### config.mk
export PLATFORM = sky130hd
export DESIGN_NAME = dtc_div_cell
export DESIGN_NICKNAME = d
export VERILOG_FILES = /design/src/rtl/core/dtc_pkg.sv /design/src/rtl/core/dtc_div_cell.sv
export SDC_FILE = /design/constraint.sdc
export NUM_CORES = 1
export LEC_CHECK = 0
export BUFFER_PORTS_ARGS = -buffer_cell sky130_fd_sc_hd__buf_2
export CAP_MARGIN = 25
export CORE_UTILIZATION = 54
export CTS_CLUSTER_SIZE = 12
export DETAILED_ROUTE_END_ITERATION = 7
export PLACE_DENSITY = 0.86
export SETUP_SLACK_MARGIN = 0.02
export SLEW_MARGIN = 30
export SYNTH_ARGS = -nofsm -noshare
export SYNTH_HDL_FRONTEND = slang
export SYNTH_SLANG_ARGS = --single-unit
### constraint.sdc
create_clock -name i_clk -period 9 [get_ports i_clk]
set_input_delay 0.45 -clock i_clk [delete_from_list [all_inputs] [get_ports i_clk]]
set_output_delay 0.45 -clock i_clk [all_outputs]
set_load 0.03 [all_outputs]
### src/rtl/core/dtc_pkg.sv
// dtc_pkg: types, codes and width helpers for the die temperature calibration block
// no dependencies; imported by every module under rtl/core
`default_nettype none

package dtc_pkg;

    localparam int COEF_W        = 16;
    localparam int NUM_CHAN      = 2;
    localparam int CFG_ADDR_W    = 3;
    localparam int CODE_W        = 12;
    localparam int CHAN_W        = 2;
    localparam int TEMP_W        = 16;
    localparam int KELVIN_OFFSET = 27315;
    localparam int SENSOR_SHIFT  = 4;
    localparam int BANDGAP_SHIFT = 2;
    // 12800 = 100 * 128 = 2^13 + 2^12 + 2^9
    localparam int SCALE_SH_HI   = 13;
    localparam int SCALE_SH_MID  = 12;
    localparam int SCALE_SH_LO   = 9;
    localparam int SCALE_W       = 14;
    // top quotient bit marks a magnitude of 65536 or more
    localparam int QUOT_W        = 17;
    localparam int FRONT_STAGES  = 5;

    localparam logic signed [TEMP_W-1:0] TEMP_MAX = {1'b0, {(TEMP_W-1){1'b1}}};
    localparam logic signed [TEMP_W-1:0] TEMP_MIN = {1'b1, {(TEMP_W-1){1'b0}}};

    typedef enum logic [1:0] {
        ST_OK       = 2'd0,
        ST_BAD_CHAN = 2'd1,
        ST_ZERO_DEN = 2'd2,
        ST_SAT      = 2'd3
    } t_status;

    typedef enum logic [1:0] {
        REG_A = 2'd0,
        REG_B = 2'd1,
        REG_C = 2'd2,
        REG_D = 2'd3
    } t_coef_sel;

    typedef struct packed {
        logic signed [COEF_W-1:0] a;
        logic signed [COEF_W-1:0] b;
        logic signed [COEF_W-1:0] c;
        logic signed [COEF_W-1:0] d;
    } t_coef_set;

    typedef struct packed {
        logic bad_chan;
        logic zero_den;
        logic neg;
    } t_tag;

    typedef struct packed {
        logic valid;
        t_tag tag;
    } t_ctrl;

    function automatic int prod_w(input int cb);
        return COEF_W + cb;
    endfunction

    function automatic int num0_w(input int cb);
        return prod_w(cb) + SENSOR_SHIFT + 1;
    endfunction

    function automatic int num_w(input int cb);
        return num0_w(cb) + SCALE_W;
    endfunction

    function automatic int den_w(input int cb);
        return prod_w(cb) + BANDGAP_SHIFT + 1;
    endfunction

endpackage

`default_nettype wire

### src/rtl/core/dtc_div_cell.sv
// dtc_div_cell: one restoring divide step, produces one quotient bit per item
// depends on dtc_pkg; chained by the top level, most significant bit first
`default_nettype none

module dtc_div_cell import dtc_pkg::*; #(
    parameter int REM_W  = 47,
    parameter int DEN_W  = 31,
    parameter int Q_W    = 17,
    parameter int SHIFT  = 0
) (
    input  wire logic             i_clk,
    input  wire logic             i_rst_n,
    input  wire logic             i_go,
    input  wire t_ctrl            i_ctrl,
    input  wire logic [REM_W-1:0] i_rem,
    input  wire logic [DEN_W-1:0] i_den,
    input  wire logic [Q_W-1:0]   i_quot,
    output t_ctrl                 o_ctrl,
    output logic      [REM_W-1:0] o_rem,
    output logic      [DEN_W-1:0] o_den,
    output logic      [Q_W-1:0]   o_quot
);

    localparam int CMP_W = (REM_W > DEN_W + SHIFT) ? REM_W : DEN_W + SHIFT;

    logic [CMP_W-1:0] ext_rem, ext_den, diff;
    logic             fits;
    logic [REM_W-1:0] n_rem;
    logic [Q_W-1:0]   n_quot;

    logic             r_valid;
    t_tag             r_tag;
    logic [REM_W-1:0] r_rem;
    logic [DEN_W-1:0] r_den;
    logic [Q_W-1:0]   r_quot;

    always_comb begin
        ext_rem       = CMP_W'(i_rem);
        ext_den       = CMP_W'(i_den) << SHIFT;
        fits          = (ext_rem >= ext_den);
        diff          = ext_rem - ext_den;
        n_rem         = fits ? diff[REM_W-1:0] : i_rem;
        n_quot        = i_quot;
        n_quot[SHIFT] = fits;
    end

    always_ff @(posedge i_clk) begin
        if (!i_rst_n) begin
            r_valid <= 1'b0;
        end else if (i_go) begin
            r_valid <= i_ctrl.valid;
        end
    end

    always_ff @(posedge i_clk) begin
        if (i_go) begin
            r_tag  <= i_ctrl.tag;
            r_rem  <= n_rem;
            r_den  <= i_den;
            r_quot <= n_quot;
        end
    end

    assign o_ctrl = '{valid: r_valid, tag: r_tag};
    assign o_rem  = r_rem;
    assign o_den  = r_den;
    assign o_quot = r_quot;

endmodule

`default_nettype wire

==> Yosys cells after proc, flatten, opt, wreduce, memory -nomap -nowiden <==
Cells that the tools add are included.
{ "totals": {"ff_bits": 99, "latchBits": 0, "ram_bits": 0, "romBits": 0, "inputBits": 102, "out_inout_bits": 99, "wordCells": 10, "mem_count": 0} }
{ "op_classes": {"add_sub_neg": 1, "multipliers": 0, "div": 0, "magnitude_cmp": 1, "n_eq_ne": 0, "shifts": 0, "n_mux": 1, "bitwise_logic": 0, "reduce_logical": 0} }
{ "op_table": {"columns": ["operator", "count"], "rows": [
  ["$ge A47 B31 Y1", 1],
  ["$mux W47", 1],
  ["$sub A47 B31 Y47", 1]
]} }

==> Longest topological paths before layout <==
{ "depth": {"ltp_word": 2, "ltp_mapped": 13} }

==> Worst setup path after synthesis <==
OpenSTA, ideal clock, no wires.
{ "synth_timing": {"kind": "input to register", "from": "in i_rem[0]", "to": "reg r_rem[46], in the netlist o_rem[46], data pin", "arrival_time_ns": 3.190, "path_slack_ns": 5.553, "cell_stages": 12, "n_path_buf": 0, "path_cell_list": "inv_1 > ha_1 > inv_1 > fa_1 > a21o_1 > a311o_1 > a211oi_1 > o41ai_1 > a221oi_1 > nor4_1 > or4b_1 > xnor2_1"} }
{ "synth_via": {"elab_chain_cells": 2} }
{ "synth_rtl": {"columns": ["element", "line", "text"], "rows": [
  ["start: declaration", "dtc_div_cell.sv:15", "input wire logic [REM_W-1:0] i_rem,"],
  ["$sub A47 B31 Y47 / $ge A47 B31 Y1 (equally long branches)", "dtc_div_cell.sv:41, dtc_div_cell.sv:40", null],
  ["$mux W47 *", "dtc_div_cell.sv:42", "n_rem = fits ? diff[REM_W-1:0] : i_rem;"],
  ["named net n_rem[46]", "dtc_div_cell.sv:28", "logic [REM_W-1:0] n_rem;"],
  ["end signal: assignment", "dtc_div_cell.sv:58", "r_rem <= n_rem;"],
  ["end: declaration", "dtc_div_cell.sv:33", "logic [REM_W-1:0] r_rem;"]
]} }
The timed path passes the listed nets; every way through them passes the cells marked *.
A chain may end at the register's enable or synchronous reset.

==> Worst setup path after layout <==
Same ends and word-level chain as after synthesis.

==> impl_metrics.tcl <==
set metrics [dict create \
    status "completed" \
    synth_nets 653 \
    drive_gt1_frac 0.3138 \
    crit_required_ns 9.12 \
    cts_buffer_depth 2 \
    dr.pass1.iters 5 \
    synth-edff-count 98 \
    cts.hold.buffers_added 0 \
    die_h_um 103.5 \
    fin_setup_tns_ns 0 \
    ios 201 \
    avgSynthCellArea_sq_um 10.72 \
    drt-total-wl_mm 13.39 \
    wire_per_inst_um 15.75 \
    p_seq_frac 0.491 \
    grt_pass1_wl_mm 20.58 \
    p_int_w 0.0007827 \
    core_area_sq_um 9864 \
    hp-class "primary input to register" \
    finalSetupViolCount 0 \
    yosys.area.top_type_share 0.5290 \
    cp.arrival_ns 3.84 \
    track_usage 0.2538 \
    grt_max_degree 66 \
    nets 846 \
    instances_no_fill 850 \
    hold_viol 0 \
    drcViolationCount 0 \
    h-tree-depth 3 \
    ys_types 53 \
    gp_congestion 0.8837 \
    final_util 0.6920 \
    dp_hpwl_mm 10.49 \
    period_share 0.4136 \
    die-area_sq_um 10710 \
    fp-row-count 36 \
    numCtsBuffers 9 \
    start_util 0.5639 \
    synth-seq-area-share 0.5326 \
    syn_area_sq_um 5563 \
    slew_violations 0 \
    rsz0062_at_grt "false" \
    clkTransAtPathRegs_ns 0.09 \
    post_drt_via_cell_ratio 5.536 \
    async_flop_share 0 \
    io_buffer_count 199 \
    setup.worst_path.class "primary input to register" \
    leakagePower_nw 2.961 \
    num_antenna_cells 0 \
    cap_violations 0 \
    synth_top_flop_cell "edfxtp_1" \
    tightest_slew_ns 0.7915 \
    antenna_found_initial 0 \
    drtAntennaViolNets 0 \
    use_met2 0.4137 \
    die_x_um 103.5 \
    ys_seq_elements 99 \
    fin_crit_ns 3.722 \
    cts_setup_buffers 0 \
    grt_pass1_vias 4382 \
    areaGrowthSynthToFinish_pct 22.72 \
    maxSlewHeadroom 0.4723 \
    p_comb_frac 0.298 \
    cts-resized-gates 0 \
    ir_drop_mv 0.09312 \
    timing.fmax_ghz 0.2686 \
    pwr_density_cell_nw_per_um2 173.1 \
    vias 4706 \
    grt_util_met3 0.05175 \
    layout_setup_ws_ns 5.278 \
    grt-ovfl-total 0 \
    grt.busiest_layer "met2" \
    synthCells 519 \
    cts_sinks 99 \
    clkLatencyLatePin_ns 0.36 \
    switching_share 0.3376 \
    yosysTopAreaCell "edfxtp_1" \
    ys_warn_count 0 \
    pre_cts_slack_ns 5.001 \
    p_switching_w 0.0003989 \
    root_buffer "clkbuf_8" \
    fin_worst_skew_ns 0 \
    ys_top_cells_by_area "edfxtp_1 (53%), ha_1 (7.0%), a21oi_1 (5.3%)" \
    cp_max_fo 4 \
    drt_iter0_drc 202 \
    cts_tree "done" \
    fillers 752 \
    crit_path_start_kind "primary input" \
    p_clk_frac 0.211 \
    power_w 0.001182 \
    dpl.cell_count 834 \
    met1_usage 0.3341 \
    critPathCaptureType "register" \
]
sequential cells by signal, summed over array words and instances (netlist names):
name and cells:
o_den 31, o_ctrl 3, o_rem 47, o_quot 17
r_valid 1
worst max-delay path, stage by stage:
cell and delay (ns):
buf_2 0.11, inv_1 0.05, ha_1 0.15, inv_1 0.05, fa_1 0.39, a21o_1 0.23
a311o_1 0.40, a211oi_1 0.36, o41ai_1 0.21, a221oi_1 0.65, nor4_1 0.14, or4b_1 0.51
xnor2_1 0.14
cells in the mapped netlist (2+ instances only):
cell,instances
edfxtp_1,98
or3b_2,3
and3_1,3
a21oi_1,59
a31oi_1,6
nor2b_1,3
o211ai_1,4
xnor2_1,20
inv_1,38
nor2_1,46
or4_1,5
nand2b_1,5
nor4_1,9
nand2_1,39
clkbuf_1,15
a221oi_1,2
or2_2,4
o21ai_0,30
a211oi_1,5
nand3_1,6
o21bai_1,5
nand4_1,8
a21o_1,7
o211a_1,2
or3_1,8
ha_1,31
o31ai_1,3
nor3_1,5
o21a_1,3
xor2_1,24
metrics by stage:
step / instance area [sq um] / hold slack [ns]
2_1_floorplan: 5563 / 0.4839
3_3_place_gp: 6659 / 0.4904
3_5_place_dp: 6659 / 0.5329
4_1_cts: 6827 / 0.2388
5_1_grt: 6827 / 0.2297
6_report: 6827 / 0.2503
area by class of cell:
type	instances	area (sq um)	share of cell area
clock buffers	10	127.6	0.01869
clock inverters	6	40.04	0.005865
inverters	39	146.4	0.02144
multi-input cells	362	2370	0.3471
flip-flops and latches	99	2963	0.4340
well taps	133	166.4	0.02438
repair buffers	201	1013	0.1485
layout by cell type (no fill, tap or decap), types with 2 or more instances in the layout:
master	n
o211a_1	2
or3b_2	3
nand2_1	39
clkbuf_8	9
o211ai_1	4
o21bai_1	5
a21o_1	7
nor2b_1	3
buf_2	198
edfxtp_1	98
ha_1	31
o21a_1	3
a31oi_1	6
xor2_1	24
or3_1	8
a21oi_1	59
buf_4	3
inv_1	38
or4_1	5
nor4_1	9
a211oi_1	5
xnor2_1	20
o31ai_1	3
and3_1	3
or2_2	4
clkinvlp_4	2
clkinv_1	2
nand3_1	6
nor2_1	46
a221oi_1	2
nand4_1	8
nand2b_1	5
o21ai_0	30
nor3_1	5
worst paths after layout:
kind,depth (start not counted),startpoint,slack (ns),endpoint
worst min-delay path,1,i_quot[13],0.25,o_quot[13]
worst min register to register,2,r_valid,0.54,r_valid
worst max-delay path,13,i_rem[0],5.28,o_rem[46]
worst max register to register,2,r_valid,8.40,r_valid
kinds of logic (layout without fill, tap and decap cells):
family,count (synthesis),in the layout,synth area share
AOI/OAI and AO/OA,134,134,0.1469
xor gates and xnor gates,44,44,0.06928
adders and majority gates,32,32,0.07332
buffers and inverters,58,256,0.04138
DFF,99,99,0.5326
muxes,1,1,0.001799
and+or+nand+nor,151,151,0.1347
power by group through the flow:
stage | Combinational, W | Sequential [W] | Clock, W
after floorplan | 0.000131 | 0.000693 | 0
after global placement | 0.000342 | 0.000589 | 0
after detailed placement | 0.000348 | 0.000591 | 0
after CTS | 0.000349 | 0.000581 | 0.000258
after global routing | 0.000381 | 0.000585 | 0.000273
final | 0.000352 | 0.000580 | 0.000250
metal layers:
layer  share of wire  vias to the layer above
met5               0                        -
met4           0.022                        0
met2            0.47                      210
met3           0.072                       22
met1            0.43                     2177
li1                -                     2297
Power figures use the tool's default switching activity.
