**config.mk**
```make
export PLATFORM = sky130hd
export DESIGN_NAME = dtc_front
export DESIGN_NICKNAME = d
export VERILOG_FILES = /design/src/rtl/core/dtc_pkg.sv /design/src/rtl/core/dtc_front.sv
export SDC_FILE = /design/constraint.sdc
export NUM_CORES = 2
export LEC_CHECK = 0
export BUFFER_PORTS_ARGS = -buffer_cell sky130_fd_sc_hd__buf_2
export CAP_MARGIN = 15
export CORE_MARGIN = 2
export CORE_UTILIZATION = 55
export CTS_CLUSTER_DIAMETER = 60
export DETAILED_ROUTE_END_ITERATION = 7
export GPL_TIMING_DRIVEN = 0
export HOLD_SLACK_MARGIN = 0.08
export PLACE_DENSITY = 0.83
export SLEW_MARGIN = 15
export SYNTH_ARGS = -nofsm -noshare
export SYNTH_HDL_FRONTEND = slang
export SYNTH_SLANG_ARGS = --single-unit
```
**constraint.sdc**
```tcl
create_clock -name i_clk -period 7.02 [get_ports i_clk]
set_clock_uncertainty 0.1 [all_clocks]
set_input_delay 0.702 -clock i_clk [delete_from_list [all_inputs] [get_ports i_clk]]
set_output_delay 0.702 -clock i_clk [all_outputs]
set_load 0.005 [all_outputs]
```
**src/rtl/core/dtc_pkg.sv**
```systemverilog
// dtc_pkg: types, codes and width helpers for the die temperature calibration block
// no dependencies; imported by every module under rtl/core
`default_nettype none

package dtc_pkg;

    localparam int COEF_W        = 16;
    localparam int NUM_CHAN      = 2;
    localparam int CFG_ADDR_W    = 3;
    localparam int CODE_W        = 12;
    localparam int CHAN_W        = 2;
    localparam int TEMP_W        = 16;
    localparam int KELVIN_OFFSET = 27315;
    localparam int SENSOR_SHIFT  = 4;
    localparam int BANDGAP_SHIFT = 2;
    // 12800 = 100 * 128 = 2^13 + 2^12 + 2^9
    localparam int SCALE_SH_HI   = 13;
    localparam int SCALE_SH_MID  = 12;
    localparam int SCALE_SH_LO   = 9;
    localparam int SCALE_W       = 14;
    // top quotient bit marks a magnitude of 65536 or more
    localparam int QUOT_W        = 17;
    localparam int FRONT_STAGES  = 5;

    localparam logic signed [TEMP_W-1:0] TEMP_MAX = {1'b0, {(TEMP_W-1){1'b1}}};
    localparam logic signed [TEMP_W-1:0] TEMP_MIN = {1'b1, {(TEMP_W-1){1'b0}}};

    typedef enum logic [1:0] {
        ST_OK       = 2'd0,
        ST_BAD_CHAN = 2'd1,
        ST_ZERO_DEN = 2'd2,
        ST_SAT      = 2'd3
    } t_status;

    typedef enum logic [1:0] {
        REG_A = 2'd0,
        REG_B = 2'd1,
        REG_C = 2'd2,
        REG_D = 2'd3
    } t_coef_sel;

    typedef struct packed {
        logic signed [COEF_W-1:0] a;
        logic signed [COEF_W-1:0] b;
        logic signed [COEF_W-1:0] c;
        logic signed [COEF_W-1:0] d;
    } t_coef_set;

    typedef struct packed {
        logic bad_chan;
        logic zero_den;
        logic neg;
    } t_tag;

    typedef struct packed {
        logic valid;
        t_tag tag;
    } t_ctrl;

    function automatic int prod_w(input int cb);
        return COEF_W + cb;
    endfunction

    function automatic int num0_w(input int cb);
        return prod_w(cb) + SENSOR_SHIFT + 1;
    endfunction

    function automatic int num_w(input int cb);
        return num0_w(cb) + SCALE_W;
    endfunction

    function automatic int den_w(input int cb);
        return prod_w(cb) + BANDGAP_SHIFT + 1;
    endfunction

endpackage

`default_nettype wire

```
**src/rtl/core/dtc_front.sv**
```systemverilog
// dtc_front: coefficient registers, channel select, products, sums and magnitudes
// depends on dtc_pkg; feeds the first divider cell
`default_nettype none

module dtc_front import dtc_pkg::*; #(
    parameter int CODE_BITS = 12
) (
    input  wire logic                            i_clk,
    input  wire logic                            i_rst_n,
    input  wire logic                            i_cfg_wr_en,
    input  wire logic [CFG_ADDR_W-1:0]           i_cfg_index,
    input  wire logic [COEF_W-1:0]               i_cfg_wdata,
    input  wire logic                            i_valid,
    input  wire logic [CHAN_W-1:0]               i_chan,
    input  wire logic [CODE_W-1:0]               i_bg,
    input  wire logic [CODE_W-1:0]               i_ts,
    input  wire logic [FRONT_STAGES-1:0]         i_go,
    output logic      [FRONT_STAGES-1:0]         o_valid,
    output t_ctrl                                o_ctrl,
    output logic      [num_w(CODE_BITS)-1:0]     o_rem,
    output logic      [den_w(CODE_BITS)-1:0]     o_den
);

    localparam int PROD_W = prod_w(CODE_BITS);
    localparam int NUM0_W = num0_w(CODE_BITS);
    localparam int NUM_W  = num_w(CODE_BITS);
    localparam int DEN_W  = den_w(CODE_BITS);

    t_coef_set r_coef [NUM_CHAN];

    logic [FRONT_STAGES-1:0] r_valid;

    t_coef_set               r0_coef;
    logic [CODE_BITS-1:0]    r0_bg;
    logic [CODE_BITS-1:0]    r0_ts;
    logic                    r0_bad;

    logic signed [PROD_W-1:0] r1_pa, r1_pb, r1_pc, r1_pd;
    logic signed [PROD_W-1:0] n1_pa, n1_pb, n1_pc, n1_pd;
    logic                     r1_bad;

    logic signed [NUM0_W-1:0] r2_num0;
    logic signed [DEN_W-1:0]  r2_den;
    logic                     r2_bad;

    logic signed [NUM_W-1:0]  r3_num;
    logic [DEN_W-1:0]         r3_den_mag;
    logic                     r3_den_neg;
    logic                     r3_zero;
    logic                     r3_bad;

    logic [NUM_W-1:0]         r4_num_mag;
    logic [DEN_W-1:0]         r4_den_mag;
    t_tag                     r4_tag;

    always_ff @(posedge i_clk) begin
        if (!i_rst_n) begin
            r_coef <= '{default: '0};
        end else if (i_cfg_wr_en) begin
            unique case (t_coef_sel'(i_cfg_index[1:0]))
                REG_A:   r_coef[i_cfg_index[CFG_ADDR_W-1]].a <= i_cfg_wdata;
                REG_B:   r_coef[i_cfg_index[CFG_ADDR_W-1]].b <= i_cfg_wdata;
                REG_C:   r_coef[i_cfg_index[CFG_ADDR_W-1]].c <= i_cfg_wdata;
                REG_D:   r_coef[i_cfg_index[CFG_ADDR_W-1]].d <= i_cfg_wdata;
                default: r_coef[i_cfg_index[CFG_ADDR_W-1]].a <= i_cfg_wdata;
            endcase
        end
    end

    always_ff @(posedge i_clk) begin
        if (!i_rst_n) begin
            r_valid <= '0;
        end else begin
            if (i_go[0]) begin
                r_valid[0] <= i_valid;
            end
            for (int i = 1; i < FRONT_STAGES; i++) begin
                if (i_go[i]) begin
                    r_valid[i] <= r_valid[i-1];
                end
            end
        end
    end

    always_comb begin
        n1_pa = PROD_W'(r0_coef.a) * PROD_W'($signed({1'b0, r0_bg}));
        n1_pb = PROD_W'(r0_coef.b) * PROD_W'($signed({1'b0, r0_ts}));
        n1_pc = PROD_W'(r0_coef.c) * PROD_W'($signed({1'b0, r0_bg}));
        n1_pd = PROD_W'(r0_coef.d) * PROD_W'($signed({1'b0, r0_ts}));
    end

    always_ff @(posedge i_clk) begin
        if (i_go[0]) begin
            r0_coef <= r_coef[i_chan[0]];
            r0_bg   <= i_bg[CODE_BITS-1:0];
            r0_ts   <= i_ts[CODE_BITS-1:0];
            r0_bad  <= i_chan[CHAN_W-1];
        end
        if (i_go[1]) begin
            r1_pa  <= n1_pa;
            r1_pb  <= n1_pb;
            r1_pc  <= n1_pc;
            r1_pd  <= n1_pd;
            r1_bad <= r0_bad;
        end
        if (i_go[2]) begin
            r2_num0 <= NUM0_W'(r1_pa) + (NUM0_W'(r1_pb) <<< SENSOR_SHIFT);
            r2_den  <= (DEN_W'(r1_pc) <<< BANDGAP_SHIFT) + DEN_W'(r1_pd);
            r2_bad  <= r1_bad;
        end
        if (i_go[3]) begin
            r3_num     <= (NUM_W'(r2_num0) <<< SCALE_SH_HI)
                        + (NUM_W'(r2_num0) <<< SCALE_SH_MID)
                        + (NUM_W'(r2_num0) <<< SCALE_SH_LO);
            r3_den_mag <= r2_den[DEN_W-1] ? DEN_W'(-r2_den) : DEN_W'(r2_den);
            r3_den_neg <= r2_den[DEN_W-1];
            r3_zero    <= (r2_den == '0);
            r3_bad     <= r2_bad;
        end
        if (i_go[4]) begin
            r4_num_mag      <= r3_num[NUM_W-1] ? NUM_W'(-r3_num) : NUM_W'(r3_num);
            r4_den_mag      <= r3_den_mag;
            r4_tag.neg      <= r3_num[NUM_W-1] ^ r3_den_neg;
            r4_tag.zero_den <= r3_zero;
            r4_tag.bad_chan <= r3_bad;
        end
    end

    assign o_valid = r_valid;
    assign o_ctrl  = '{valid: r_valid[FRONT_STAGES-1], tag: r4_tag};
    assign o_rem   = r4_num_mag;
    assign o_den   = r4_den_mag;

endmodule

`default_nettype wire

```
==> Yosys cells after proc, flatten, opt, wreduce, memory -nomap -nowiden <==
Index checks and enable logic that the tools add are counted.
{ "totals": {"output_inout_bits": 87, "elab_cells": 80, "regBits": 562, "input_bits": 54} }
{ "op_classes": {"n_mul": 4, "n_lt_le_gt_ge": 3, "n_reduce_logical": 3, "eq_ne": 3, "n_addsub": 6, "bitwise": 3, "n_mux": 18} }
{ "op_table": {"columns": ["op", "n"], "rows": [
  ["bitwise mux 128 bit", 4],
  ["one-hot mux 128 bit (4 select lines)", 1],
  ["demux 64 bit (select 1 bit)", 4],
  ["2-to-1 mux 64 bit", 4],
  ["multiplier 16 x 13 -> 28 bit", 4],
  ["2-to-1 mux 48 bit", 1],
  ["adder 46 x 45 -> 47 bit", 1],
  ["adder 47 x 42 -> 47 bit", 1],
  ["negation 47 bit", 1],
  ["2-to-1 mux 46 bit", 1],
  ["adder 28 x 32 -> 33 bit", 1],
  ["2-to-1 mux 32 bit", 1],
  ["adder 30 x 28 -> 31 bit", 1],
  ["zero test 31 bit", 1],
  ["negation 31 bit", 1],
  ["2-to-1 mux 30 bit", 1],
  ["2-to-1 mux 16 bit", 1],
  ["== test 2 bit (second input constant)", 2],
  [">= comparator 2 bit (second input constant)", 2],
  ["inverter 1 -> 2 bit", 2],
  ["== test 2 x 1 -> 1 bit (second input constant)", 1],
  ["zero test 2 bit", 1],
  ["less-than comparator 2 x 1 -> 1 bit (second input constant)", 1],
  ["logical AND 1 bit", 1],
  ["XOR 1 bit", 1]
]} }

==> Logic depth before layout (Yosys ltp) <==
{ "depth": {"word_depth": 7, "depth_mapped": 22, "mapped_depth_nobuf": 21} }

==> Worst setup path before layout <==
Ideal clock, no wire load.
{ "synth_path": {"path_type": "reg-to-reg", "startpoint": "register r0_ts[1]", "endpoint": "register r1_pb[27], data pin", "path_buffers": 1, "arrival_time_ns": 5.449, "path_slack_ns": 1.211, "path_stages_with_launch": 22, "setup_ns": 0.260, "synth_period_minus_slack_ns": 5.809, "required_time_ns": 6.660, "cell_sequence": "edfxtp_1 -> clkbuf_1 -> and2_1 -> fa_1 -> inv_1 -> fa_1 -> inv_1 -> fa_1 -> inv_1 -> fa_1 -> fa_1 -> inv_1 -> ha_1 -> nand3_1 -> o211a_1 -> o311ai_0 -> a21oi_1 -> o21ai_0 -> o31a_1 -> o21a_1 -> nor2_1 -> xnor2_1"} }
{ "synth_via": {"elab_chain_cells": 1} }
{ "synth_lines": {"columns": ["element", "line", "text"], "rows": [
  ["from (decl)", "dtc_front.sv:35", "logic [CODE_BITS-1:0] r0_ts;"],
  ["from (signal assigned)", "dtc_front.sv:96", "r0_ts <= i_ts[CODE_BITS-1:0];"],
  ["multiplier 16 x 13 -> 28 bit", "dtc_front.sv:87", "n1_pb = PROD_W'(r0_coef.b) * PROD_W'($signed({1'b0, r0_ts}));"],
  ["named net n1_pb[27]", "dtc_front.sv:39", "logic signed [PROD_W-1:0] n1_pa, n1_pb, n1_pc, n1_pd;"],
  ["to (signal assigned)", "dtc_front.sv:101", "r1_pb <= n1_pb;"],
  ["to (decl)", "dtc_front.sv:38", "logic signed [PROD_W-1:0] r1_pa, r1_pb, r1_pc, r1_pd;"]
]} }
The timed path passes the listed nets, and every way through them passes these cells.
A chain may end at the register's enable or synchronous reset.

==> Worst setup path after layout <==
{ "layout_path": {"startpoint": "register r0_bg[8]", "endpoint": "register r1_pa[24], data pin"} }
{ "layout_via": {"elab_chain_cells": 1} }
{ "layout_lines": {"columns": ["element", "line", "text"], "rows": [
  ["from (decl)", "dtc_front.sv:34", "logic [CODE_BITS-1:0] r0_bg;"],
  ["from (signal assigned)", "dtc_front.sv:95", "r0_bg <= i_bg[CODE_BITS-1:0];"],
  ["multiplier 16 x 13 -> 28 bit", "dtc_front.sv:86", "n1_pa = PROD_W'(r0_coef.a) * PROD_W'($signed({1'b0, r0_bg}));"],
  ["named net n1_pa[24]", "dtc_front.sv:39", null],
  ["to (signal assigned)", "dtc_front.sv:100", "r1_pa <= n1_pa;"],
  ["to (decl)", "dtc_front.sv:38", null]
]} }
The timed path passes the listed nets, and every way through them passes these cells.

==> qor.json <==
{
  "result_of_the_run": {"value": "completed"},
  "placed_area": {"value": 0.0550, "unit": "mm^2"},
  "drt_iter0_drc": {"value": 3120},
  "dpl.cell_count": {"value": 6632},
  "holdCritStartpoint": {"value": "i_chan[1]"},
  "slew_violations": {"value": 0},
  "start_kind": {"value": "register"},
  "antenna_found_initial": {"value": 3},
  "critical_path_required": {"value": 7.24, "unit": "ns"},
  "hold_viol_final": {"value": 0},
  "syn_area_per_cell": {"value": 10.1, "unit": "um^2"},
  "synth_top_area_share": {"value": 27.9, "unit": "%"},
  "clkLatencyLatePin": {"value": 0.63, "unit": "ns"},
  "timing.hold.worst_path_depth": {"value": 1},
  "setup_viol": {"value": 0},
  "fmax": {"value": 0.147, "unit": "GHz"},
  "crit_arrival": {"value": 7.05, "unit": "ns"},
  "sort_of_element_at_the_end_of_the_critical_path": {"value": "register"},
  "yosys_register_bits": {"value": 544},
  "chipWidth": {"value": 314, "unit": "um"},
  "track_usage": {"value": 27.3, "unit": "%"},
  "postLayoutCellArea": {"value": 0.0575, "unit": "mm^2"},
  "timing.final.crit_share": {"value": 97.2, "unit": "%"},
  "worst_slew_pin_slew": {"value": 1.05, "unit": "ns"},
  "mostFrequentLayoutCell": {"value": "inv_1"},
  "first_pass_iters": {"value": 6},
  "vias": {"value": 37000},
  "max-vdd-ir-drop": {"value": 317, "unit": "uV"},
  "sinks_on_the_clock_net": {"value": 544},
  "antenna_cells_inserted": {"value": 0},
  "path_common_cell": {"value": "fa_1"},
  "hold-path-endpoint": {"value": "r0_bad$_DFFE_PP_"},
  "final.fill_count": {"value": 7569},
  "power.leakage": {"value": 26.4, "unit": "nW"},
  "io_buffers": {"value": 111},
  "startpoint_of_the_worst_slack_reg_to_reg_timing_path": {"value": "r0_bg[8]$_DFFE_PP_"},
  "core_area": {"value": 0.0950, "unit": "mm^2"},
  "first_pass_grt_wire_length": {"value": 208000, "unit": "um"},
  "power.density": {"value": 487, "unit": "mW/mm^2"},
  "dieHeight": {"value": 314, "unit": "um"},
  "floorplan.io_pins": {"value": 141},
  "ff2ff_path_depth": {"value": 18},
  "placementRows": {"value": 113},
  "synth_area": {"value": 0.0527, "unit": "mm^2"},
  "cts_max_path_buffers": {"value": 3},
  "number_of_enable_flip_flop_cells_after_synthesis": {"value": 411},
  "routed_wirelength": {"value": 131000, "unit": "um"},
  "root_buffer": {"value": "clkbuf_16"},
  "via_density": {"value": 5.47},
  "crit_path_start": {"value": "r0_bg[8]$_DFFE_PP_"},
  "path_clk_slew": {"value": 0.06, "unit": "ns"},
  "synthesis.instances": {"value": 5243},
  "drcViolationCount": {"value": 0},
  "worstPathMaxFanout": {"value": 10},
  "syn_to_final_growth": {"value": 9.09, "unit": "%"},
  "worstSetupPathType": {"value": "reg2reg"},
  "number_of_global_route_vias_before_repair": {"value": 38700},
  "netlist.top_cell.by_area": {"value": "fa_1"},
  "yosys-top-cells-area": {"value": "fa_1, edfxtp_1, ha_1, inv_1, nand2_1"},
  "synth_cell_types": {"value": 72},
  "cts_inserted_buffers": {"value": 70},
  "dieArea": {"value": 0.0983, "unit": "mm^2"},
  "initial_utilization": {"value": 55.5, "unit": "%"},
  "finish.cell_count_without_fillers": {"value": 6760},
  "timing.max_cap.violations": {"value": 0},
  "drive_gt1_share": {"value": 6.53, "unit": "%"},
  "final_gp_congestion": {"value": 0.967},
  "route.detailed.wl_per_inst": {"value": 19.3, "unit": "um"},
  "tritoncts": {"value": "done"},
  "setup_total_negative_slack": {"value": 0, "unit": "ns"},
  "hold_path.class": {"value": "in2reg"},
  "chain_of_cells_forming_the_critical_path": {"value": "clkbuf_1 -> nand2_1 -> fa_1 -> fa_1 -> fa_1 -> inv_1 -> fa_1 -> inv_1 -> fa_1 -> inv_1 -> ha_1 -> a211o_1 -> o311ai_1 -> a21oi_1 -> a211o_1 -> a31o_2 -> a21oi_1 -> xnor2_1"},
  "r2r_setup_slack": {"value": 0.20, "unit": "ns"},
  "detailed_place_hpwl": {"value": 104000, "unit": "um"},
  "cts-htree-levels": {"value": 3},
  "synth-async-reset-ratio": {"value": 0, "unit": "%"},
  "sequential_area_share_after_synthesis": {"value": 28.5, "unit": "%"},
  "ys.warnings.count": {"value": 0},
  "fin_nets": {"value": 6574},
  "critical_path.max_stage_delay": {"value": 0.66, "unit": "ns"},
  "worst_slew_margin_rel": {"value": 29.5, "unit": "%"},
  "ys.flop_type": {"value": "edfxtp_1"},
  "worst_r2r_endpoint": {"value": "r1_pa[24]$_DFFE_PP_"},
  "period_minus_slack": {"value": 6.82, "unit": "ns"},
  "layout.cells.most_common_list": {"value": "inv_1, fa_1, nand2_1"},
  "critical-path-slowest-cell": {"value": "clkbuf_1"},
  "hold_ws": {"value": 0.149, "unit": "ns"},
  "grt_remaining_overflow": {"value": 0},
  "grt_start_max_net_pins": {"value": 86},
  "detail-route-antenna-nets": {"value": 0}
}
==> registers in the layout (all words and copies together) (netlist names), 12 cells and up <==
name / cells
o_den: 31
o_rem: 38
r0_bg: 12
r0_coef: 64
r0_ts: 12
r1_pa: 28
r1_pb: 28
r1_pc: 28
r1_pd: 28
r2_den: 31
r2_num0: 33
r3_den_mag: 31
r3_num: 38
r_coef: 128
==> worst max-delay path, delay by kind of cell, from the launching register on <==
| kind | cells | cell delay, ns |
|---|---|---|
| AOI/OAI and AO/OA | 6 | 1.86 |
| xor gates and xnor gates | 1 | 0.34 |
| adders and majority gates | 6 | 2.74 |
| buffers and inverters | 4 | 0.83 |
| DFF | 1 | 0.46 |
| and+or+nand+nor | 1 | 0.18 |
==> through the flow <==
stage / utilization [%] / worst slack [ns] / power [W]
global placement: 57.7 / -0.151 / 0.0234
CTS: 60.5 / 0.00477 / 0.0279
finish: 60.5 / 0.195 / 0.0280
floorplan: - / 1.21 / 0.0192
detailed placement: 57.9 / 0.0236 / 0.0240
global route: 60.5 / -0.00218 / 0.0303
==> cells by family (layout without fill, tap and decap cells) <==
group	count (synthesis)	after routing	share of synthesized area, %
AND/OR/NAND/NOR	1449	1449	13.1
AO/OA/AOI/OAI	602	602	7.69
buffers and inverters	1251	1495	9.01
other	1	9	0.00712
flip-flops	544	544	28.5
adder cells (fa/ha/maj)	1081	1081	36.1
XOR/XNOR	245	245	4.07
multiplexers	70	70	1.48
==> where the power goes <==
group	internal (W)	switching (W)	leakage [nW]
clock	0.00217	0.00150	1.17
sequential	0.00552	0.000680	5.14
combinational	0.00758	0.0105	20.1
==> metal layers <==
metal | up-vias | wire length [um] | share of wire, % | track usage (%)
li1 | 16800 | - | - | -
met4 | 0 | 5460 | 4.2 | 10.8
met1 | 18300 | 51900 | 40 | 35.9
met3 | 312 | 11900 | 9.1 | 5.33
met5 | - | 0 | 0 | 0
met2 | 1567 | 61300 | 47 | 44.8
==> area by class of cell <==
type / count / area (um^2) / area share [%]
buffer: 212 / 866 / 1.51
clock buffer: 84 / 1900 / 3.30
clock inverter: 44 / 520 / 0.905
inverter: 1039 / 3900 / 6.78
multi-input combinational: 3456 / 33000 / 57.4
sequential: 544 / 15000 / 26.1
tap: 1265 / 1580 / 2.75
timing repair buffer: 116 / 713 / 1.24
==> timing repair <==
item | 4_1_cts | 5_1_grt
buffers inserted | 0 | 0
endpoints found under the setup margin | 1 | 10
gates resized for setup | 1 | 37
hold buffers | 0 | 0
endpoints found under the hold margin | 0 | 0
==> synthesized netlist by cell type, drive strengths merged (23+ instances only) <==
library cell     n
inv           1039
fa             734
nand2          716
edfxtp         411
and2           407
ha             347
xnor2          198
clkbuf         196
a21boi         140
dfxtp          133
nor2           127
a21oi          123
o21ai           97
a21o            72
mux2            65
xor2            47
nand3           41
o21a            32
nor2b           29
nor3            29
or3             23
==> worst max path at each step <==
stage | end | cells past startpoint | slack (ns)
4_1_cts | r1_pc[26]$_DFFE_PP_ | 21 | 0.005
2_1_floorplan | r1_pb[27]$_DFFE_PP_ | 21 | 1.21
3_5_place_dp | r1_pa[24]$_DFFE_PP_ | 18 | 0.02
6_report | r1_pa[24]$_DFFE_PP_ | 18 | 0.20
5_1_grt | r1_pc[27]$_DFFE_PP_ | 20 | -0.002
3_3_place_gp | r1_pc[26]$_DFFE_PP_ | 21 | -0.15
Note: power is estimated with default switching activity, not from simulation.
