--- config.mk ---
export PLATFORM = sky130hd
export DESIGN_NAME = dtc_out
export DESIGN_NICKNAME = d
export VERILOG_FILES = /design/src/rtl/core/dtc_pkg.sv /design/src/rtl/core/dtc_out.sv
export SDC_FILE = /design/constraint.sdc
export NUM_CORES = 1
export LEC_CHECK = 0
export ABC_AREA = 1
export BUFFER_PORTS_ARGS = -buffer_cell sky130_fd_sc_hd__buf_2
export CORE_MARGIN = 2
export CORE_UTILIZATION = 60
export DETAILED_ROUTE_END_ITERATION = 6
export GPL_TIMING_DRIVEN = 0
export HOLD_SLACK_MARGIN = 0.03
export PLACE_DENSITY = 0.86
export SYNTH_ARGS = -nofsm -noshare
export SYNTH_HDL_FRONTEND = slang
export SYNTH_SLANG_ARGS = --single-unit
--- constraint.sdc ---
create_clock -name i_clk -period 3.3 [get_ports i_clk]
set_input_delay 0 -clock i_clk [delete_from_list [all_inputs] [get_ports i_clk]]
set_output_delay 0 -clock i_clk [all_outputs]
set_load 0.1 [all_outputs]
--- src/rtl/core/dtc_pkg.sv ---
// dtc_pkg: types, codes and width helpers for the die temperature calibration block
// no dependencies; imported by every module under rtl/core
`default_nettype none

package dtc_pkg;

    localparam int COEF_W        = 16;
    localparam int NUM_CHAN      = 2;
    localparam int CFG_ADDR_W    = 3;
    localparam int CODE_W        = 12;
    localparam int CHAN_W        = 2;
    localparam int TEMP_W        = 16;
    localparam int KELVIN_OFFSET = 27315;
    localparam int SENSOR_SHIFT  = 4;
    localparam int BANDGAP_SHIFT = 2;
    // 12800 = 100 * 128 = 2^13 + 2^12 + 2^9
    localparam int SCALE_SH_HI   = 13;
    localparam int SCALE_SH_MID  = 12;
    localparam int SCALE_SH_LO   = 9;
    localparam int SCALE_W       = 14;
    // top quotient bit marks a magnitude of 65536 or more
    localparam int QUOT_W        = 17;
    localparam int FRONT_STAGES  = 5;

    localparam logic signed [TEMP_W-1:0] TEMP_MAX = {1'b0, {(TEMP_W-1){1'b1}}};
    localparam logic signed [TEMP_W-1:0] TEMP_MIN = {1'b1, {(TEMP_W-1){1'b0}}};

    typedef enum logic [1:0] {
        ST_OK       = 2'd0,
        ST_BAD_CHAN = 2'd1,
        ST_ZERO_DEN = 2'd2,
        ST_SAT      = 2'd3
    } t_status;

    typedef enum logic [1:0] {
        REG_A = 2'd0,
        REG_B = 2'd1,
        REG_C = 2'd2,
        REG_D = 2'd3
    } t_coef_sel;

    typedef struct packed {
        logic signed [COEF_W-1:0] a;
        logic signed [COEF_W-1:0] b;
        logic signed [COEF_W-1:0] c;
        logic signed [COEF_W-1:0] d;
    } t_coef_set;

    typedef struct packed {
        logic bad_chan;
        logic zero_den;
        logic neg;
    } t_tag;

    typedef struct packed {
        logic valid;
        t_tag tag;
    } t_ctrl;

    function automatic int prod_w(input int cb);
        return COEF_W + cb;
    endfunction

    function automatic int num0_w(input int cb);
        return prod_w(cb) + SENSOR_SHIFT + 1;
    endfunction

    function automatic int num_w(input int cb);
        return num0_w(cb) + SCALE_W;
    endfunction

    function automatic int den_w(input int cb);
        return prod_w(cb) + BANDGAP_SHIFT + 1;
    endfunction

endpackage

`default_nettype wire

--- src/rtl/core/dtc_out.sv ---
// dtc_out: sign, offset, saturation and status, plus the output register
// depends on dtc_pkg; takes the quotient from the last divider cell
`default_nettype none

module dtc_out import dtc_pkg::*; (
    input  wire logic                     i_clk,
    input  wire logic                     i_rst_n,
    input  wire logic                     i_go,
    input  wire t_ctrl                    i_ctrl,
    input  wire logic [QUOT_W-1:0]        i_quot,
    output logic                          o_valid,
    output logic signed [TEMP_W-1:0]      o_temp,
    output t_status                       o_status
);

    localparam int SUM_W = QUOT_W + 1;

    logic                    ovf;
    logic signed [SUM_W-1:0] mag, sval, tval;
    logic signed [TEMP_W-1:0] n_temp;
    t_status                  n_status;

    logic                     r_valid;
    logic signed [TEMP_W-1:0] r_temp;
    t_status                  r_status;

    always_comb begin
        ovf  = i_quot[QUOT_W-1];
        mag  = $signed({2'b00, i_quot[QUOT_W-2:0]});
        sval = i_ctrl.tag.neg ? -mag : mag;
        tval = sval - SUM_W'(KELVIN_OFFSET);
        priority if (i_ctrl.tag.bad_chan) begin
            n_temp   = '0;
            n_status = ST_BAD_CHAN;
        end else if (i_ctrl.tag.zero_den) begin
            n_temp   = '0;
            n_status = ST_ZERO_DEN;
        end else if (ovf) begin
            n_temp   = i_ctrl.tag.neg ? TEMP_MIN : TEMP_MAX;
            n_status = ST_SAT;
        end else if (tval > SUM_W'(TEMP_MAX)) begin
            n_temp   = TEMP_MAX;
            n_status = ST_SAT;
        end else if (tval < SUM_W'(TEMP_MIN)) begin
            n_temp   = TEMP_MIN;
            n_status = ST_SAT;
        end else begin
            n_temp   = tval[TEMP_W-1:0];
            n_status = ST_OK;
        end
    end

    always_ff @(posedge i_clk) begin
        if (!i_rst_n) begin
            r_valid <= 1'b0;
        end else if (i_go) begin
            r_valid <= i_ctrl.valid;
        end
    end

    always_ff @(posedge i_clk) begin
        if (i_go) begin
            r_temp   <= n_temp;
            r_status <= n_status;
        end
    end

    assign o_valid  = r_valid;
    assign o_temp   = r_temp;
    assign o_status = r_status;

endmodule

`default_nettype wire

=== Word-level counts from Yosys, hierarchy flattened ===
Index checks and enable logic that the tools add are counted.

* Register bits: 19
* Input port bits: 24
* Output and inout bits: 19

* Add/subtract/negate cells: 2
* Order comparisons: 2
* Multiplexer cells: 9
* Reduce and logical (&&, ||, !) cells: 1

{| class="wikitable"
|+ Operator list
! operator !! count
|-
| 16-bit two-way mux || 4
|-
| 18-bit by 16-bit > comparator with 1-bit output, second input constant || 1
|-
| 18-bit by 16-bit < comparator with 1-bit output, second input constant || 1
|-
| 18-bit two-way mux || 1
|-
| 16-bit negation with 18-bit output || 1
|-
| 18-bit by 16-bit subtractor with 18-bit output, second input constant || 1
|-
| 2-bit two-way mux || 4
|-
| 2-bit OR reduction || 1
|}

=== Depth between registers and ports, before layout ===
Gate-level depths: netlist (run 1).

* Word-level depth: 8
* Depth in mapped cells: 23

=== Worst setup path after synthesis (run 1) ===
OpenSTA, ideal clock, no wires.

* Path kind: input to register
* From: input port i_quot[1]
* To: register r_temp[8] (netlist: o_temp[8]), data pin
* Setup time: 264 ps
* Arrival: 1,826 ps
* Setup slack: 1,210 ps
* Stages on the path: 19
* Buffers on the path: 1
* Cell sequence: inv_1 > ha_1 > nand2_1 > o21ai_2 > ha_1 > a21oi_1 > nand3_1 > nand3_1 > a21oi_4 > nand3_2 > nand2_2 > nand2_1 > nand2_1 > nand2_1 > nand3_1 > nand2_2 > buf_6 > nor2_1 > nor2_2

* Cells in the longest elaborated chain, start to end: 7

{| class="wikitable"
|+ RTL lines
! item !! line !! source
|-
| from (decl) || dtc_out.sv:10 || <nowiki>input wire logic [QUOT_W-1:0] i_quot,</nowiki>
|-
| 16-bit negation with 18-bit output || dtc_out.sv:30 || <nowiki>sval = i_ctrl.tag.neg ? -mag : mag;</nowiki>
|-
| 18-bit two-way mux * || dtc_out.sv:30 ||
|-
| 18-bit by 16-bit subtractor with 18-bit output * || dtc_out.sv:31 || <nowiki>tval = sval - SUM_W'(KELVIN_OFFSET);</nowiki>
|-
| 18-bit by 16-bit < comparator with 1-bit output || dtc_out.sv:44 || <nowiki>end else if (tval < SUM_W'(TEMP_MIN)) begin</nowiki>
|-
| 16-bit two-way mux || dtc_out.sv:44 ||
|-
| 16-bit two-way mux * || dtc_out.sv:41 || <nowiki>end else if (tval > SUM_W'(TEMP_MAX)) begin</nowiki>
|-
| 16-bit two-way mux * || dtc_out.sv:38 || <nowiki>end else if (ovf) begin</nowiki>
|-
| to (signal assigned) || dtc_out.sv:63 || <nowiki>r_temp <= n_temp;</nowiki>
|-
| to (decl) || dtc_out.sv:24 || <nowiki>logic signed [TEMP_W-1:0] r_temp;</nowiki>
|}

Every way passes the cells marked *; elsewhere a longest branch is shown, timed or not.
A chain may end at the register's enable or synchronous reset.

=== Worst setup path in the final report (run 1) ===
* From: input port i_quot[0]
* To: register r_temp[3] (netlist: o_temp[3]), data pin

The elaborated chain is that of the path after synthesis.

==> flow_summary.json, run 1 <==
{
  "grt_pass1_vias": 1722,
  "max-cap-violations": 0,
  "grt_max_degree": 21,
  "p_leak_nw": 1.22,
  "slowest_stage": "ha_1",
  "antenna_left": 0,
  "met2_usage": 0.414,
  "yosysMostFrequentCell": "nand2_1",
  "yosys-mux-area-fraction": 0,
  "total_power_uw": 832,
  "grt_busiest_layer": "met2",
  "grt_setup_unrepaired": "no",
  "synth_nets": 330,
  "worst_slew_pin_slew_ps": 501,
  "synth_compound_gate_area_share": 0.115,
  "cts_tree": "yes",
  "synth.top_cells.by_count": "76 x nand2_1, 45 x nor2_1, 25 x nand3_1",
  "clockRootBuffer": "clkbuf_4",
  "peakVddDrop_uv": 120,
  "path_cells": "buf_2, inv_2, ha_1, nand2_1, o21ai_2, ha_1, a21oi_1, nand3_1, nand3_1, a21oi_4, nand3_2, nand2_2, nand2_1, nand2_1, nand2_1, nand3_1, nand2_2, buf_6, nor2_1, nor2_1",
  "synth-simple-area-share": 0.471,
  "htreeDepth": 1,
  "hold_violations": 0,
  "max_stage_delay_ps": 270,
  "dieWidth_um": 63.6,
  "drive_gt1_frac": 0.357,
  "dr.pass1.iters": 4,
  "synth_warnings": 0,
  "rows": 21,
  "fin_crit_sh": 0.656,
  "p_sw_frac": 0.469,
  "nets": 380,
  "die-area_um2": 4040,
  "setup_viol": 0,
  "powerDensity_nw_per_um2": 338,
  "hp-class": "input port to flop",
  "io_pins": 43,
  "rr_worst_depth": 3,
  "synthAdderAreaFrac": 0.0118,
  "clock_sinks": 19,
  "worstPathArrival_ps": 2210,
  "cts_buffers": 3,
  "yosysTopAreaCellShare": 0.254,
  "clkLatencyLatePin_ps": 310,
  "critPathMostFrequentCell": "nand2_1",
  "fin_skew_ps": 0,
  "utilization": 0.731,
  "antenna_found_initial": 0,
  "wl_per_cell_um": 10.2,
  "placed_cells": 391,
  "cp.depth": 20,
  "seq_area_frac_synth": 0.263,
  "syn_inst": 304,
  "critPathRequiredTime_ps": 3340,
  "cp_max_fo": 10,
  "gr-usage-met3": 0.0125,
  "synth_top_family_by_area": "simple AND/OR/NAND/NOR gates",
  "ctsResizeCount": 0,
  "p_int_uw": 442,
  "vias": 1957,
  "start_kind": "input port",
  "synth-edff-count": 18,
  "hold_depth": 1,
  "grt_use_total": 0.225,
  "critPathTopFamily": "simple AND/OR/NAND/NOR gates",
  "avgSynthCellArea_um2": 7.01,
  "diodes": 0,
  "port_buffers": 41,
  "endpoint_kind": "flop",
  "cts.clk_slew.worst_paths_ps": 110,
  "slew_headroom": 0.668,
  "instances_no_fill": 399,
  "synth_area_leaders": "edfxtp_1 25%, nand2_1 13%, nor2_1 7.9%",
  "seqPwrFrac": 0.348,
  "comb_power_share": 0.513,
  "drv_slew": 0,
  "vias_per_cell": 4.90,
  "p_switching_uw": 390,
  "yosys.area.top_type": "edfxtp_1",
  "pwr-share-clk": 0.139,
  "fillers": 277,
  "netlist_area_um2": 2130,
  "cp_num_buf_inv": 3,
  "max-clock-path-buffers": 2,
  "place_hpwl_um": 3280,
  "async_reset_ff_frac": 0,
  "crit_type": "input port to flop",
  "layout_min_cycle_time_ps": 2160,
  "tns_ps": 0,
  "route.detailed.drc": 0,
  "initial_core_util": 0.633,
  "grt_overflow": 0,
  "synthDistinctLibCells": 33,
  "status": "complete, no violations",
  "ys.flop_type": "edfxtp_1",
  "use_met1": 0.279,
  "place.gp.congestion": 0.840,
  "syn2layout_area_growth_pct": 15.5,
  "drt-initial-drc-count": 104,
  "synth_xor_area_frac": 0.0452,
  "core_area_um2": 3360,
  "fmax_mhz": 462,
  "die_h_um": 63.6,
  "grt_pass1_wl_um": 7310,
  "wirelength_um": 4070,
  "ys_seq_elements": 19
}
## final timing paths
kind	from	end	slack, ps
worst min-delay path	i_go	o_status[1]$_SDFFCE_PP0P_	130
worst max register to register	o_valid$_SDFFE_PN0P_	o_valid$_SDFFE_PN0P_	2110
worst min register to register	o_valid$_SDFFE_PN0P_	o_valid$_SDFFE_PN0P_	1100
worst max-delay path	i_quot[0]	o_temp[3]$_SDFFCE_PP0P_	1140
## stage by stage
stage	hold slack [ps]	cell area (um^2)	setup slack, ps
after floorplan	93.5	2130	1210
after global placement	232	2390	858
after detailed placement	254	2390	816
after CTS	140	2460	1130
after global routing	147	2460	872
final	127	2460	1140
## power by group through the flow
stage	Clock (mW)	Sequential [mW]	Combinational (mW)
2_1_floorplan	0	0.435	0.208
3_3_place_gp	0	0.294	0.415
3_5_place_dp	0	0.295	0.421
4_1_cts	0.113	0.289	0.426
5_1_grt	0.128	0.291	0.464
6_report	0.116	0.289	0.427
## final cells by class
| type | instances | area [um^2] | share of cell area |
|---|---|---|---|
| Inverter | 35 | 134 | 0.0544 |
| Sequential cell | 19 | 561 | 0.228 |
| Multi-Input combinational cell | 243 | 1370 | 0.557 |
| Tap cell | 46 | 57.6 | 0.0234 |
| Buffer | 7 | 65.1 | 0.0264 |
| Timing Repair Buffer | 45 | 245 | 0.0997 |
| Clock inverter | 1 | 5.00 | 0.00203 |
| Clock buffer | 3 | 22.5 | 0.00916 |
## per-layer routing
metal,part of all wire,wire length [um]
met1,0.44,1790
met2,0.51,2080
met3,0.034,139
met4,0.014,56
met5,0,0
## layout by cell type, fill, tap and decap left out, types with 3 or more instances in the layout
cell type      instances
nand2_2               22
a21oi_1               10
xor2_1                 8
edfxtp_1              18
nand3_1               25
nor2_4                 3
o21ai_0                7
xnor2_1                3
buf_6                  3
nand2_4                8
nor2_1                45
nor2_2                 6
a21oi_2               10
nand2_1               76
inv_1                 21
inv_2                 13
buf_2                 42
nand3_2                5
dlygate4sd3_1          4
clkbuf_4               3
## kinds of logic after synthesis
| logic type | count (synthesis) |
|---|---|
| and+or+nand+nor | 196 |
| xor gates and xnor gates | 11 |
| DFF | 19 |
| adders and majority gates | 2 |
| buffers and inverters | 42 |
| AOI/OAI and AO/OA | 34 |
## flip-flops by register name, indices dropped and copies added (netlist names)
| name | flops |
|---|---|
| o_valid | 1 |
| o_temp | 16 |
| o_status | 2 |
## what timing repair did
item                      in CTS  in global routing
hold endpoints to repair       3                  0
setup buffers                  0                  0
hold buffers                   4                  0
(Power assumes the default switching activity.)
==> inputs of run 2 (changes only) <==
- CORE_UTILIZATION: 60 -> 50
- PLACE_DENSITY: 0.86 -> 0.77
- clock period: 3.3 -> 1.96 ns (I/O delays scaled with it)
==> run 2 against run 1 <==
  * The flow now finishes with violations (setup timing)
  * Sequential share of layout area down 3.5 points
  * Critical path depth did not move
  * Cell area grew 18%
  * Register-to-register slack got worse by 1300 ps
  * Largest cell class unchanged
  * Clock skew unchanged
  * Sequential power rose by 69%
  * Clock-buffer cell count stayed put
  * Die area up 19%
  * Global-route usage is 3.5 points lower
  * Non-clock buffer count grew 13
==> flow_summary.json, run 2 (synthesized netlist as in run 1, its figures left out) <==
{
  "final_cell_mix": "57 x nand2_1, 39 x buf_2, 37 x nand2_2, 33 x nor2_1, 20 x nand3_1",
  "grt_overflow": 0,
  "max-clock-path-buffers": 2,
  "grt_pass1_vias": 1832,
  "total_power_mw": 1.63,
  "rows": 23,
  "setup_viol": 4,
  "dr.max_layer_used": "met4",
  "core_area_um2": 4060,
  "worstPathArrival_ps": 2110,
  "largest_reg_flops": 16,
  "place_hpwl_um": 3590,
  "grt_pass1_wl_um": 7760,
  "syn2layout_area_growth_pct": 36.7,
  "cp_max_fo": 7,
  "dpl_cell_area_um2": 2450,
  "wl_per_cell_um": 12.5,
  "placed_cells": 395,
  "cts.clk_slew.worst_paths_ps": 70,
  "setup_ws_ps": -41.5,
  "grt_max_degree": 21,
  "powerDensity_nw_per_um2": 560,
  "endpoint_kind": "flop",
  "met3_length_um": 246,
  "io_pins": 43,
  "r2r_start": "o_valid$_SDFFE_PN0P_",
  "grt_use_total": 0.191,
  "fin_crit_sh": 1.02,
  "regToRegEndpoint": "o_valid$_SDFFE_PN0P_",
  "rr_worst_depth": 3,
  "port_buffers": 41,
  "vias": 2153,
  "wirelength_um": 5220,
  "hold_violations": 0,
  "route.detailed.drc": 0,
  "nets": 393,
  "clkLatencyLatePin_ps": 250,
  "place.gp.congestion": 0.844,
  "die_h_um": 69.3,
  "dieWidth_um": 69.3,
  "utilization": 0.718,
  "htreeDepth": 1,
  "place_ws_ps": -486,
  "start_kind": "input port",
  "status": "finished, violations left",
  "cts_tree": "yes",
  "vias_per_cell": 5.18,
  "crit_type": "input port to flop",
  "die-area_um2": 4800,
  "initial_core_util": 0.525,
  "fmax_mhz": 500,
  "worst_slew_pin_slew_ps": 489,
  "grt_setup_unrepaired": "yes",
  "dr.pass1.iters": 6,
  "diodes": 0,
  "fillers": 274,
  "violations": "setup timing",
  "layout_min_cycle_time_ps": 2000,
  "p_leak_nw": 1.36,
  "critPathRequiredTime_ps": 2070,
  "crit_path_end": "o_temp[14]$_SDFFCE_PP0P_",
  "worstSetupStartpoint": "i_quot[0]",
  "fin_skew_ps": 0,
  "hp-class": "input port to flop",
  "final_common_cell": "nand2_1",
  "wl_met2_um": 2590,
  "max-cap-violations": 0,
  "instances_no_fill": 416,
  "drive_gt1_frac": 0.505,
  "peakVddDrop_uv": 264,
  "drt-initial-drc-count": 230,
  "ff2ff_setup_slack_ps": 760,
  "antenna_found_initial": 0,
  "clock_sinks": 19,
  "cts_buffers": 3,
  "antenna_left": 0,
  "slew_headroom": 0.676,
  "met1_length_um": 2240,
  "clockRootBuffer": "clkbuf_8",
  "drv_slew": 0,
  "fin_area_um2": 2910
}
[run 2: cell count changes in the layout (fill, tap and decap cells not counted), moves of 6 or more]
| cell | before | now |
|---|---|---|
| nor2_2 | 6 | 12 |
| nor2_1 | 45 | 33 |
| nand2_1 | 76 | 57 |
| nand2_2 | 22 | 37 |
| nor2_4 | 3 | 9 |
| buf_4 | 1 | 12 |
[run 2: cell type report]
type,instances,area [um^2],share of cell area
buffer,7,77.6,0.0266
clock buffer,3,41.3,0.0142
clock inverter,1,5.00,0.00172
inverter,35,151,0.0520
multi-input combinational,243,1600,0.549
sequential,19,561,0.193
tap,50,62.6,0.0215
timing repair buffer,58,415,0.143
[run 2: worst min path at each step]
| stage | slack, ps | cells past startpoint | end | startpoint |
|---|---|---|---|---|
| after detailed placement | 260 | 3 | o_valid$_SDFFE_PN0P_ | i_ctrl[3] |
| after CTS | 50 | 2 | o_status[0]$_SDFFCE_PP1P_ | i_ctrl[2] |
| after floorplan | 90 | 1 | o_valid$_SDFFE_PN0P_ | i_go |
| after global routing | 60 | 3 | o_status[1]$_SDFFCE_PP0P_ | i_ctrl[1] |
| after global placement | 240 | 3 | o_valid$_SDFFE_PN0P_ | i_ctrl[3] |
| final | 50 | 3 | o_status[1]$_SDFFCE_PP0P_ | i_ctrl[1] |
[run 2: per-layer routing]
| metal | vias up | GRT usage |
|---|---|---|
| met2 | 86 | 0.345 |
| met3 | 19 | 0.0116 |
| met1 | 950 | 0.239 |
| li1 | 1098 | - |
| met5 | - | 0 |
| met4 | 0 | 0.0654 |
[run 2: power breakdown]
part,internal (mW),leakage [nW],switching (mW),total (mW)
Combinational,0.262,1.15,0.614,0.876
Sequential,0.480,0.181,0.00665,0.487
Clock,0.141,0.0255,0.127,0.268
Total,0.884,1.36,0.747,1.63
[run 2: critical path, stage by stage]
cell	delay [ps]
buf_12	120
inv_12	50
ha_4	160
inv_1	60
nand3_1	120
nand2_2	110
nand2_4	100
nor2_4	40
nor2_4	90
nand3_2	80
nand2_2	80
nand2_2	70
nand2_4	80
nand2_4	60
a21oi_4	210
nand2_4	140
clkbuf_16	200
a21oi_4	150
nor2_2	60
nor2_1	110
[run 2: repair_timing]
action / CTS / global route
cloned: 1 / 1
hold buffers: 2 / 0
pin swaps: 13 / 25
endpoints found under the hold margin: 1 / 0
setup buffers: 5 / 8
setup endpoints to repair: 16 / 17
resized for setup: 17 / 49
[run 2: metrics by stage]
| step | hold WS [ps] | setup TNS (ps) |
|---|---|---|
| finish | 50.5 | -57.4 |
| global placement | 242 | -6260 |
| detailed placement | 255 | -7350 |
| floorplan | 93.5 | -40.3 |
| CTS | 47.6 | 0 |
| global route | 59.0 | -1930 |
==> inputs of run 3 (changes only) <==
- ABC_AREA: 1 -> unset
- CORE_UTILIZATION: 50 -> 49
- PLACE_DENSITY: 0.77 -> 0.76
==> run 3 against run 2 <==
  * Via count is 15% lower
  * The run still ends with setup timing left
  * Flip-flop and latch count unchanged
  * Combinational power shrank 4.3%
  * Sequential power increased by 0.8%
  * Non-clock buffer count grew 14
  * Core utilization increased by 1.7 points
  * Largest cell class unchanged
  * Register-to-register slack gained 50 ps
  * Sequential share of layout area increased by 1.3 points
==> flow_summary.json, run 3 <==
{
  "synth_compound_gate_area_share": 0.295,
  "ys_seq_elements": 19,
  "p_leak_nw": 1.05,
  "place.gp.congestion": 0.840,
  "layout_min_cycle_time_ps": 2790,
  "place_ws_ps": -1390,
  "endpoint_kind": "flop",
  "dpl_cell_area_um2": 2190,
  "grt_setup_unrepaired": "yes",
  "io_pins": 43,
  "peakVddDrop_uv": 246,
  "synthDistinctLibCells": 63,
  "grt_overflow": 0,
  "cts_buffers": 3,
  "fin_area_um2": 2730,
  "hold_end": "o_status[1]$_SDFFCE_PP0P_",
  "place_hpwl_um": 3090,
  "instances_no_fill": 320,
  "fin_skew_ps": 0,
  "synth_top_family_by_area": "compound AO/OA/AOI/OAI gates",
  "synth_xor_area_frac": 0.118,
  "synth_warnings": 0,
  "wirelength_um": 4930,
  "antenna_left": 0,
  "diodes": 0,
  "dr.pass1.iters": 4,
  "ys.flop_type": "edfxtp_1",
  "max_stage_delay_ps": 440,
  "clock_sinks": 19,
  "critPathRequiredTime_ps": 2070,
  "placed_cells": 286,
  "r2r_start": "o_valid$_SDFFE_PN0P_",
  "antenna_found_initial": 0,
  "final_common_cell": "buf_2",
  "worst_slew_pin_slew_ps": 575,
  "vias_per_cell": 5.75,
  "syn2layout_area_growth_pct": 43.0,
  "drv_slew": 0,
  "cts_tree": "yes",
  "rr_worst_depth": 3,
  "register_area_um2": 561,
  "port_buffers": 38,
  "drive_gt1_frac": 0.511,
  "ff2ff_setup_slack_ps": 810,
  "final_cell_mix": "36 x buf_2, 29 x buf_4, 18 x edfxtp_1, 13 x nor2_1",
  "dieWidth_um": 66.4,
  "route.detailed.drc": 0,
  "fmax_mhz": 358,
  "grt_pass1_wl_um": 7540,
  "synth_area_leaders": "edfxtp_1 28%, xor2_1 5.5%, o21ai_2 4.6%",
  "synthAdderAreaFrac": 0.0131,
  "nets": 299,
  "clockRootBuffer": "clkbuf_8",
  "fillers": 266,
  "powerDensity_nw_per_um2": 581,
  "avgSynthCellArea_um2": 9.55,
  "path_cells": "clkbuf_4, or3_4, o41ai_4, xor2_2, or2_1, o221a_2, or2_4, and3_4, a2111oi_4, nand2_4, buf_6, buf_8, o21ai_2",
  "netlist_area_um2": 1910,
  "rows": 22,
  "hold_violations": 0,
  "htreeDepth": 1,
  "syn_inst": 200,
  "slowest_stage": "a2111oi_4",
  "hp-class": "input port to flop",
  "fin_crit_sh": 1.42,
  "regToRegEndpoint": "o_valid$_SDFFE_PN0P_",
  "synth.top_cells.by_count": "18 x edfxtp_1, 15 x nor2_1, 12 x xor2_1",
  "start_kind": "input port",
  "yosys-mux-area-fraction": 0.00524,
  "max-clock-path-buffers": 2,
  "setup_viol": 18,
  "yosys.area.top_type": "edfxtp_1",
  "violations": "setup timing",
  "core_area_um2": 3720,
  "wl_per_cell_um": 15.4,
  "yosysMostFrequentCell": "edfxtp_1",
  "grt_use_total": 0.221,
  "async_reset_ff_frac": 0,
  "seq_area_frac_synth": 0.293,
  "worstSetupStartpoint": "i_quot[1]",
  "worstPathArrival_ps": 2900,
  "total_power_mw": 1.59,
  "initial_core_util": 0.514,
  "multiInputGateArea_um2": 1500,
  "synth_nets": 226,
  "grt_pass1_vias": 1641,
  "cp_max_fo": 6,
  "cts.clk_slew.worst_paths_ps": 60,
  "synth-simple-area-share": 0.232,
  "slew_headroom": 0.613,
  "status": "finished, violations left",
  "grt_max_degree": 20,
  "drt-initial-drc-count": 134,
  "yosysTopAreaCellShare": 0.283,
  "vias": 1839,
  "die-area_um2": 4410,
  "critPathTopFamily": "compound AO/OA/AOI/OAI gates",
  "crit_type": "input port to flop",
  "synth-edff-count": 18,
  "die_h_um": 66.4,
  "min_from": "i_ctrl[2]",
  "cp_num_buf_inv": 3,
  "clkLatencyLatePin_ps": 250,
  "hold_depth": 2,
  "max-cap-violations": 0,
  "setup_ws_ps": -832,
  "largest_reg_flops": 16
}
-- run 3: changes by cell type in the layout (fill, tap and decap cells not counted), sizes merged, moves of 13 or more --
cell   before  now
nand3      32    2
buf        61   74
o21ai       9   22
nand2     106   12
nor2       55   15
a21oi      22    9
inv        35    3
-- run 3: worst max-delay path by stage --
stage,endpoint,slack [ps],cells past startpoint
after floorplan,o_temp[3]$_SDFFCE_PP0P_,-910,12
after global placement,o_temp[7]$_SDFFCE_PP0P_,-1360,15
after detailed placement,o_temp[14]$_SDFFCE_PP0P_,-1390,15
after CTS,o_temp[14]$_SDFFCE_PP0P_,-840,14
after global routing,o_temp[14]$_SDFFCE_PP0P_,-940,17
final,o_temp[11]$_SDFFCE_PP0P_,-830,13
-- run 3: through the flow --
stage	util	hold WS, ps	setup TNS (ps)
after detailed placement	0.588	230	-24100
after global routing	0.735	108	-15550
final	0.735	106	-13900
after global placement	0.588	226	-23330
after floorplan	-	112	-15260
after CTS	0.688	110	-14100
-- run 3: kinds of logic (layout without fill, tap and decap cells) --
family / Yosys count / after routing
buffers and inverters: 14 / 86
flip-flops: 19 / 19
AO/OA/AOI/OAI: 65 / 65
AND/OR/NAND/NOR: 75 / 75
XOR/XNOR: 24 / 24
multiplexers: 1 / 1
adder cells (fa/ha/maj): 2 / 2
-- run 3: layout make-up --
cell class / instances / area share
Sequential cell: 19 / 0.205
Clock buffer: 4 / 0.0165
Inverter: 3 / 0.00504
Timing Repair Buffer: 68 / 0.166
Tap cell: 48 / 0.0220
Buffer: 11 / 0.0376
Multi-Input combinational cell: 167 / 0.548
-- run 3: timing repair --
action	CTS	global route
cloned	1	1
setup buffers	15	12
hold endpoints to repair	1	0
pin swaps	25	12
resized for setup	32	31
hold buffers	2	0
setup endpoints to repair	18	18
-- run 3: power by group --
part           leakage [nW]  switching [mW]  internal [mW]
sequential            0.181         0.00625          0.485
combinational         0.845           0.562          0.276
clock                0.0228           0.114          0.144
total                  1.05           0.682          0.905
-- run 3: worst register-to-register path, delay by kind of cell (launching register included) --
family,cells,cell delay [ps]
buf+inv,1,550
flops,1,310
mux,1,120
simple gates,1,60
-- run 3: metal layers --
layer | wire, um | vias up | track usage
met5 | 0 | - | 0
met4 | 124 | 0 | 0.0944
met3 | 224 | 10 | 0.0119
met2 | 2480 | 63 | 0.390
met1 | 2100 | 862 | 0.276
li1 | - | 904 | -
